===== config.mk =====
export PLATFORM = sky130hd
export DESIGN_NAME = murmur3_32_stream_hash_unit
export DESIGN_NICKNAME = d
export VERILOG_FILES = /design/src/rtl/mm3_pkg.sv /design/src/rtl/mm3_front.sv /design/src/rtl/mm3_queue.sv /design/src/rtl/mm3_back.sv /design/src/rtl/murmur3_32_stream_hash_unit.sv
export VERILOG_INCLUDE_DIRS = /design/src /design/src/rtl
export SDC_FILE = /design/constraint.sdc
export NUM_CORES = 2
export LEC_CHECK = 0
export ABC_CLOCK_PERIOD_IN_PS = 9400
export BUFFER_PORTS_ARGS = -buffer_cell sky130_fd_sc_hd__buf_2
export CORE_AREA = 3 3 454 456
export DETAILED_ROUTE_END_ITERATION = 10
export DIE_AREA = 0 0 457 459
export HOLD_SLACK_MARGIN = 0.15
export PLACE_DENSITY = 0.44
export SYNTH_ARGS = -nofsm -noshare
export SYNTH_HDL_FRONTEND = slang
export SYNTH_SLANG_ARGS = --single-unit

===== constraint.sdc =====
create_clock -name i_clk -period 9.4 [get_ports i_clk]
set_input_delay 2.35 -clock i_clk [delete_from_list [all_inputs] [get_ports i_clk]]
set_output_delay 2.35 -clock i_clk [all_outputs]
set_load 0.005 [all_outputs]

===== src/rtl/murmur3_32_stream_hash_unit_assert.svh =====
// assertion macros for the hash unit rtl, included by the queue
`ifndef MURMUR3_32_STREAM_HASH_UNIT_ASSERT_SVH
`define MURMUR3_32_STREAM_HASH_UNIT_ASSERT_SVH

// property checked at every clock edge outside reset
`define MM3_ASSERT(label, clk, rst_n, prop, msg) \
    label: assert property (@(posedge clk) disable iff (!(rst_n)) (prop)) else $error(msg);

// signal must never be high outside reset
`define MM3_NEVER(label, clk, rst_n, sig, msg) \
    `MM3_ASSERT(label, clk, rst_n, !(sig), msg)

`endif


===== src/rtl/mm3_pkg.sv =====
// types, constants and helper functions of the murmur3 hash unit
package mm3_pkg;

    localparam logic [31:0] C1 = 32'hcc9e2d51;
    localparam logic [31:0] C2 = 32'h1b873593;
    localparam logic [31:0] C3 = 32'he6546b64;
    localparam logic [31:0] F1 = 32'h85ebca6b;
    localparam logic [31:0] F2 = 32'hc2b2ae35;

    localparam int unsigned ROT_K = 15;
    localparam int unsigned ROT_H = 13;

    localparam logic [2:0] FULL_BYTES = 3'd4;

    // default depth of the queue between front and back, at least 2
    localparam int unsigned QUEUE_DEPTH = 4;

    // how the back part folds a word into the running hash
    typedef enum logic [1:0] {
        KIND_NONE  = 2'b00,
        KIND_TAIL  = 2'b01,
        KIND_BLOCK = 2'b10
    } t_kind;

    typedef struct packed {
        logic [31:0] k;
        logic [31:0] seed;
        logic [2:0]  count;
        logic        last;
        t_kind       kind;
    } t_item;

    function automatic logic [31:0] rotl(input logic [31:0] v, input int unsigned s);
        return (v << s) | (v >> (32 - s));
    endfunction

endpackage


===== src/rtl/mm3_front.sv =====
// front part: classifies items, masks the tail and runs the two-stage scramble on every item
module mm3_front
    import mm3_pkg::*;
(
    input  logic        i_clk,
    input  logic        i_rst_n,
    input  logic        i_push,
    output logic        o_full,
    input  logic [31:0] i_data_word,
    input  logic [2:0]  i_byte_count,
    input  logic        i_last_item,
    input  logic [31:0] i_seed_value,
    output logic        o_wr,
    output t_item       o_wr_item,
    input  logic        i_q_full
);

    logic        r_a_vld, n_a_vld;
    logic        r_b_vld, n_b_vld;
    t_item       r_a, n_a;
    t_item       r_b, n_b;
    logic        a_ready, b_ready, a_load, b_load;
    logic [2:0]  cnt_sat;
    logic [31:0] mask;

    assign b_ready = !r_b_vld || !i_q_full;
    assign a_ready = !r_a_vld || b_ready;
    assign a_load  = i_push && a_ready;
    assign b_load  = r_a_vld && b_ready;

    assign o_full    = !a_ready;
    assign o_wr      = r_b_vld && !i_q_full;
    assign o_wr_item = r_b;

    always_comb begin
        cnt_sat = (i_byte_count > FULL_BYTES) ? FULL_BYTES : i_byte_count;
        // the byte count only matters on the last item
        if (!i_last_item) begin
            mask = 32'hffff_ffff;
        end else begin
            case (cnt_sat)
                3'd1:    mask = 32'h0000_00ff;
                3'd2:    mask = 32'h0000_ffff;
                3'd3:    mask = 32'h00ff_ffff;
                default: mask = 32'hffff_ffff;
            endcase
        end

        n_a.seed = i_seed_value;
        n_a.last = i_last_item;
        if (!i_last_item || cnt_sat == FULL_BYTES) begin
            n_a.kind  = KIND_BLOCK;
            n_a.count = FULL_BYTES;
        end else if (cnt_sat == 3'd0) begin
            n_a.kind  = KIND_NONE;
            n_a.count = 3'd0;
        end else begin
            n_a.kind  = KIND_TAIL;
            n_a.count = cnt_sat;
        end
        n_a.k = (i_data_word & mask) * C1;

        n_b   = r_a;
        n_b.k = rotl(r_a.k, ROT_K) * C2;

        n_a_vld = a_load ? 1'b1 : (b_load ? 1'b0 : r_a_vld);
        n_b_vld = b_load ? 1'b1 : (o_wr ? 1'b0 : r_b_vld);
    end

    always_ff @(posedge i_clk) begin
        if (!i_rst_n) begin
            r_a_vld <= 1'b0;
            r_b_vld <= 1'b0;
        end else begin
            r_a_vld <= n_a_vld;
            r_b_vld <= n_b_vld;
        end
    end

    always_ff @(posedge i_clk) begin
        if (a_load) begin
            r_a <= n_a;
        end
        if (b_load) begin
            r_b <= n_b;
        end
    end

endmodule


===== src/rtl/mm3_queue.sv =====
// short queue of scrambled items between front and back
module mm3_queue
    import mm3_pkg::*;
#(
    parameter int unsigned DEPTH = QUEUE_DEPTH
) (
    input  logic  i_clk,
    input  logic  i_rst_n,
    input  logic  i_wr,
    input  t_item i_wr_item,
    output logic  o_full,
    input  logic  i_rd,
    output t_item o_rd_item,
    output logic  o_empty
);

    `include "murmur3_32_stream_hash_unit_assert.svh"

    localparam int unsigned PW = $clog2(DEPTH);
    localparam int unsigned CW = $clog2(DEPTH + 1);
    localparam logic [PW-1:0] PTR_LAST = PW'(DEPTH - 1);
    localparam logic [CW-1:0] CNT_FULL = CW'(DEPTH);

    t_item         r_mem [DEPTH];
    logic [PW-1:0] r_wp, n_wp;
    logic [PW-1:0] r_rp, n_rp;
    logic [CW-1:0] r_cnt, n_cnt;

    assign o_full    = (r_cnt == CNT_FULL);
    assign o_empty   = (r_cnt == '0);
    assign o_rd_item = r_mem[r_rp];

    always_comb begin
        n_wp  = r_wp;
        n_rp  = r_rp;
        n_cnt = r_cnt;
        if (i_wr) begin
            n_wp = (r_wp == PTR_LAST) ? '0 : r_wp + 1'b1;
        end
        if (i_rd) begin
            n_rp = (r_rp == PTR_LAST) ? '0 : r_rp + 1'b1;
        end
        if (i_wr && !i_rd) begin
            n_cnt = r_cnt + 1'b1;
        end else if (!i_wr && i_rd) begin
            n_cnt = r_cnt - 1'b1;
        end
    end

    always_ff @(posedge i_clk) begin
        if (!i_rst_n) begin
            r_wp  <= '0;
            r_rp  <= '0;
            r_cnt <= '0;
        end else begin
            r_wp  <= n_wp;
            r_rp  <= n_rp;
            r_cnt <= n_cnt;
        end
    end

    always_ff @(posedge i_clk) begin
        if (i_wr) begin
            r_mem[r_wp] <= i_wr_item;
        end
    end

    `MM3_NEVER(a_q_overflow, i_clk, i_rst_n, i_wr && o_full, "queue written while full")
    `MM3_NEVER(a_q_underflow, i_clk, i_rst_n, i_rd && o_empty, "queue read while empty")
    `MM3_ASSERT(a_q_count, i_clk, i_rst_n, (i_wr && !i_rd) |=> (r_cnt == $past(r_cnt) + 1'b1), "queue count lost a write")
    `MM3_ASSERT(a_q_ptrs, i_clk, i_rst_n, o_empty |-> (r_wp == r_rp), "queue pointers disagree when empty")

endmodule


===== src/rtl/mm3_back.sv =====
// back part: running hash accumulator, length count and pipelined fmix32 finalizer
module mm3_back
    import mm3_pkg::*;
(
    input  logic        i_clk,
    input  logic        i_rst_n,
    input  logic        i_q_empty,
    input  t_item       i_q_item,
    output logic        o_rd,
    output logic        o_empty,
    input  logic        i_pop,
    output logic [31:0] o_hash_value
);

    logic        r_start, n_start;
    logic [31:0] r_hash, n_hash;
    logic [31:0] r_len, n_len;

    logic        r_f0_vld, r_f1_vld, r_f2_vld, r_out_vld;
    logic [31:0] r_f0, r_f1, r_f2, r_out;
    logic [31:0] n_f0, n_f1, n_f2, n_out;
    logic        out_ready, f2_ready, f1_ready, f0_ready;
    logic        f0_load, f1_load, f2_load, out_load;
    logic [31:0] h0, hx, len0, x1, x2;

    assign out_ready = !r_out_vld || i_pop;
    assign f2_ready  = !r_f2_vld || out_ready;
    assign f1_ready  = !r_f1_vld || f2_ready;
    assign f0_ready  = !r_f0_vld || f1_ready;

    assign o_rd     = !i_q_empty && (!i_q_item.last || f0_ready);
    assign f0_load  = o_rd && i_q_item.last;
    assign f1_load  = r_f0_vld && f1_ready;
    assign f2_load  = r_f1_vld && f2_ready;
    assign out_load = r_f2_vld && out_ready;

    assign o_empty      = !r_out_vld;
    assign o_hash_value = r_out;

    always_comb begin
        h0   = r_start ? i_q_item.seed : r_hash;
        len0 = r_start ? 32'd0 : r_len;
        hx   = h0 ^ i_q_item.k;
        case (i_q_item.kind)
            KIND_BLOCK: n_hash = (rotl(hx, ROT_H) * 32'd5) + C3;
            KIND_TAIL:  n_hash = hx;
            default:    n_hash = h0;
        endcase
        n_len = len0 + {29'd0, i_q_item.count};

        n_f0 = n_hash ^ n_len;
        x1   = r_f0 ^ (r_f0 >> 16);
        n_f1 = x1 * F1;
        x2   = r_f1 ^ (r_f1 >> 13);
        n_f2 = x2 * F2;
        n_out = r_f2 ^ (r_f2 >> 16);

        n_start = r_start;
        if (o_rd) begin
            n_start = i_q_item.last;
        end
    end

    always_ff @(posedge i_clk) begin
        if (!i_rst_n) begin
            r_start   <= 1'b1;
            r_hash    <= '0;
            r_len     <= '0;
            r_f0_vld  <= 1'b0;
            r_f1_vld  <= 1'b0;
            r_f2_vld  <= 1'b0;
            r_out_vld <= 1'b0;
        end else begin
            r_start <= n_start;
            if (o_rd) begin
                // a finished message leaves the accumulator cleared
                r_hash <= i_q_item.last ? 32'd0 : n_hash;
                r_len  <= i_q_item.last ? 32'd0 : n_len;
            end
            r_f0_vld  <= f0_load  ? 1'b1 : (f1_load  ? 1'b0 : r_f0_vld);
            r_f1_vld  <= f1_load  ? 1'b1 : (f2_load  ? 1'b0 : r_f1_vld);
            r_f2_vld  <= f2_load  ? 1'b1 : (out_load ? 1'b0 : r_f2_vld);
            r_out_vld <= out_load ? 1'b1 : (i_pop    ? 1'b0 : r_out_vld);
        end
    end

    always_ff @(posedge i_clk) begin
        if (f0_load) begin
            r_f0 <= n_f0;
        end
        if (f1_load) begin
            r_f1 <= n_f1;
        end
        if (f2_load) begin
            r_f2 <= n_f2;
        end
        if (out_load) begin
            r_out <= n_out;
        end
    end

endmodule


===== src/rtl/murmur3_32_stream_hash_unit.sv =====
// top level of the streaming murmur3 x86_32 hash unit
//
//  channel  | handshake       | payload
//  ---------+-----------------+-----------------------------------------------
//  input    | push / full     | i_data_word, i_byte_count, i_last_item, i_seed_value
//  result   | empty / pop     | o_hash_value
//
// one item is taken per cycle when nothing stalls; an item passes the front registers
// r_a and r_b before it is written to the queue, and a hash passes the finalizer
// registers r_f0, r_f1, r_f2 and r_out after its last item leaves the queue
// the back part's accumulator loop handles one word per cycle when nothing stalls
// reset is synchronous and leaves the next item starting a new message
// a stalled result fills the finalizer, then the queue, then the front stages
module murmur3_32_stream_hash_unit
    import mm3_pkg::*;
#(
    parameter int unsigned DEPTH = QUEUE_DEPTH
) (
    input  logic        i_clk,
    input  logic        i_rst_n,
    input  logic        push,
    output logic        full,
    input  logic [31:0] i_data_word,
    input  logic [2:0]  i_byte_count,
    input  logic        i_last_item,
    input  logic [31:0] i_seed_value,
    output logic        empty,
    input  logic        pop,
    output logic [31:0] o_hash_value
);

    logic  q_wr, q_full, q_rd, q_empty;
    t_item q_wr_item, q_rd_item;

    mm3_front u_front (
        .i_clk        (i_clk),
        .i_rst_n      (i_rst_n),
        .i_push       (push),
        .o_full       (full),
        .i_data_word  (i_data_word),
        .i_byte_count (i_byte_count),
        .i_last_item  (i_last_item),
        .i_seed_value (i_seed_value),
        .o_wr         (q_wr),
        .o_wr_item    (q_wr_item),
        .i_q_full     (q_full)
    );

    mm3_queue #(
        .DEPTH (DEPTH)
    ) u_queue (
        .i_clk     (i_clk),
        .i_rst_n   (i_rst_n),
        .i_wr      (q_wr),
        .i_wr_item (q_wr_item),
        .o_full    (q_full),
        .i_rd      (q_rd),
        .o_rd_item (q_rd_item),
        .o_empty   (q_empty)
    );

    mm3_back u_back (
        .i_clk        (i_clk),
        .i_rst_n      (i_rst_n),
        .i_q_empty    (q_empty),
        .i_q_item     (q_rd_item),
        .o_rd         (q_rd),
        .o_empty      (empty),
        .i_pop        (pop),
        .o_hash_value (o_hash_value)
    );

endmodule

==> impl_metrics.env <==
export IMPL_cts_clk_slew_worst_paths_ns=0.05
export IMPL_finalHoldViolCount=0
export IMPL_r2r_end="u_back.r_f1[31]$_DFFE_PP_"
export IMPL_critPathLaunch="i_last_item"
export IMPL_synth_area_top_cells="edfxtp_1 (27%), fa_1 (25%), ha_1 (17%)"
export IMPL_coreArea_sq_mm=0.202
export IMPL_synth_compound_area_frac=0.0607
export IMPL_synth_area_leader_cell="edfxtp_1"
export IMPL_antenna_found_initial=3
export IMPL_rsz0062_at_grt="no"
export IMPL_syn_inst=5254
export IMPL_port_buffers=105
export IMPL_fin_crit_ns=8.29
export IMPL_crit_arrival_ns=8.73
export IMPL_stdcell_area_sq_mm=0.0674
export IMPL_cts_tree="built"
export IMPL_status="complete, no violations"
export IMPL_synth_top_family_by_area="adder cells"
export IMPL_synthAdderAreaFrac=0.414
export IMPL_drc=0
export IMPL_cp_start_kind="primary input"
export IMPL_hpwlAfterDp_um=134000
export IMPL_synth_top_area_frac=0.272
export IMPL_cts_resized=0
export IMPL_route_met3_wl_um=5540
export IMPL_fin_skew_ns=0.0429
export IMPL_clkSinkCount=628
export IMPL_drtPass1Iterations=5
export IMPL_synth_cell_type_count=90
export IMPL_initial_core_util=0.300
export IMPL_route_met2_wl_um=80100
export IMPL_rows=165
export IMPL_ys_flop_type="edfxtp_1"
export IMPL_r2r_start="u_back.r_f0[24]$_DFFE_PP_"
export IMPL_die_h_um=459
export IMPL_grt_overflow_total=0
export IMPL_slew_headroom=0.282
export IMPL_die_width_um=457
export IMPL_ios=106
export IMPL_routed_wl_um=163000
export IMPL_maxCapViolations=0
export IMPL_numCtsBuffers=79
export IMPL_finalMaxSlewViolations=0
export IMPL_ctsHoldBuffers=0
export IMPL_worst_slew_pin_slew_ns=1.07
export IMPL_yosys_area_share_simple=0.0510
export IMPL_grt_pass1_vias=40614
export IMPL_gp_congestion=0.887
export IMPL_synth_xor_area_frac=0.0578
export IMPL_rr_worst_depth=22
export IMPL_drt_iter0_drc=1698
export IMPL_grt_first_pass_wirelength_um=252000
export IMPL_yosys_register_bits=628
export IMPL_hp_class="reg2reg"
export IMPL_wl_met1_um=72800
export IMPL_clock_path_buffers=3
export IMPL_period_share=0.882
export IMPL_worstPathRequired_ns=9.84
export IMPL_yosysSeqAreaShare=0.298
export IMPL_gr_usage_all_layers=0.159
export IMPL_grt_start_max_net_pins=71
export IMPL_synth_edff_count=548
export IMPL_cp_end_kind="flip-flop"
export IMPL_clk_latency_ns=0.70
export IMPL_cts_root_buffer="clkbuf_16"
export IMPL_vias=37073
export IMPL_async_reset_ff_frac=0
export IMPL_crit_end="u_front.r_a[67]$_DFFE_PP_"
export IMPL_route_detailed_wl_per_inst_um=19.9
export IMPL_fmax_mhz=121
export IMPL_drive_gt1_frac=0.0761
export IMPL_synth_area_per_cell_sq_um=11.5
export IMPL_muxShareOfSynthArea=0.0332
export IMPL_setup_viol=0
export IMPL_dpl_instance_area_sq_mm=0.0648
export IMPL_yosys_warnings=0
export IMPL_htreeDepth=3
export IMPL_fin_tns_setup_ns=0
export IMPL_syn_cell_area_sq_mm=0.0606
export IMPL_area_growth_pct=11.4
export IMPL_utilization=0.334
export IMPL_syn_nets=6882
export IMPL_postRouteAntennaNets=0
export IMPL_post_cts_buffers=0
export IMPL_ff2ff_setup_slack_ns=1.12
export IMPL_path_class="in2reg"
export IMPL_critical_path_peak_fanout=11
export IMPL_fin_nets=7070
export IMPL_top_layer="met4"
export IMPL_vias_per_cell=4.53
export IMPL_die_area_sq_mm=0.210
export IMPL_hold_depth=0
[worst min path at each step]
| stage | slack (ns) | to | from |
|---|---|---|---|
| after floorplan | 0.40 | u_front.o_wr_item[0]$_DFFE_PP_ | u_front.n_b[0]$_SDFFCE_PP0P_ |
| after detailed placement | 0.40 | u_front.o_wr_item[1]$_DFFE_PP_ | u_front.n_b[1]$_SDFFCE_PP1P_ |
| after global routing | 0.42 | u_front.o_wr_item[22]$_DFFE_PP_ | u_front.n_b[22]$_DFFE_PP_ |
| final | 0.42 | u_front.o_wr_item[22]$_DFFE_PP_ | u_front.n_b[22]$_DFFE_PP_ |
| after global placement | 0.40 | u_front.o_wr_item[4]$_DFFE_PP_ | u_front.n_b[4]$_SDFFCE_PP0P_ |
| after CTS | 0.42 | u_front.o_wr_item[1]$_DFFE_PP_ | u_front.n_b[1]$_SDFFCE_PP1P_ |
[per-stage QoR]
step,setup WS (ns),std cells,hold WS (ns)
finish,1.11,8180,0.416
global route,0.706,8179,0.423
CTS,1.08,8179,0.419
detailed placement,0.320,8033,0.405
global placement,0.374,8033,0.402
floorplan,0.583,5254,0.400
[area by class of cell]
cell class / count / area [sq um]
Fill cell: 20310 / 135000
Multi-Input combinational cell: 3262 / 37400
Sequential cell: 628 / 18100
Inverter: 1283 / 4820
Tap cell: 2672 / 3340
Clock buffer: 95 / 2050
Timing Repair Buffer: 188 / 1170
Clock inverter: 51 / 593
Antenna cell: 1 / 2.50
[worst max-delay path, stage by stage]
cell and delay (ns):
buf_2 0.10, nor2b_1 0.12, buf_4 0.17, nand3b_1 0.10, buf_4 0.17, buf_4 0.17
nand2_1 0.18, xnor2_1 0.19, ha_1 0.32, fa_1 0.50, inv_1 0.05, fa_1 0.50
inv_1 0.04, ha_1 0.27, ha_1 0.27, inv_1 0.04, fa_1 0.47, inv_1 0.04
ha_1 0.27, ha_1 0.29, nor4_1 0.31, a211oi_1 0.16, o41ai_1 0.58, a21oi_1 0.24
o41ai_1 0.39, a21oi_1 0.11, o32a_1 0.28
[synth_stat cells, types with 28 or more instances]
cell type  number
a211oi_1       28
a21o_1         43
a21oi_1       158
and2_1         29
and3_1         28
clkbuf_1       60
dfxtp_1        80
edfxtp_1      548
fa_1          745
ha_1          811
inv_1        1280
mux2i_1        39
mux4_2         67
nand2_1       139
nand3_1        77
nor2_1        182
nor2b_1        31
nor3_1         47
o21ai_0       124
xnor2_1       281
xor2_1        114
[kinds of logic after synthesis]
group	after synthesis
buffers and inverters	1364
xor gates and xnor gates	397
adders and majority gates	1557
DFF	628
muxes	112
AOI/OAI and AO/OA	562
and+or+nand+nor	634
[flip-flops by register name (all words and copies together), names as in the netlist, named ones only]
signal / cells
u_back.r_hash: 32
u_queue.r_wp: 2
u_back.r_f1_vld: 1
u_back.r_out_vld: 1
u_queue.r_cnt: 3
u_back.r_f2_vld: 1
u_front.r_a: 32
u_front.n_b: 38
u_back.o_hash_value: 32
u_back.r_f0_vld: 1
u_front.o_wr_item: 70
u_queue.r_rp: 2
u_front.r_b_vld: 1
u_front.r_a_vld: 1
u_queue.r_mem: 280
u_back.r_f0: 32
u_back.r_start: 1
u_back.r_f2: 32
u_back.r_len: 32
u_back.r_f1: 32
[routing by layer]
layer,GRT usage,up-vias
li1,-,17671
met1,0.208,18656
met2,0.273,552
met3,0.0205,194
met4,0.0464,0
met5,0,-
[cells in the final DEF, fill, tap and decap left out, types with 28 or more instances in the layout]
cell       instances
buf_4             81
xnor2_1          281
a211oi_1          28
mux4_2            67
inv_1           1279
nor3_1            47
mux2i_1           39
clkbuf_16         79
o21ai_0          124
dfxtp_1           77
and3_1            28
a21oi_1          158
buf_2            105
nand2_1          139
xor2_1           114
a21o_1            43
fa_1             745
nor2_1           181
ha_1             811
nand3_1           77
edfxtp_1         548
Power is left out: the tool's default activity adds up to more than one toggle a clock period on the data nets, which glitch-free logic cannot reach.
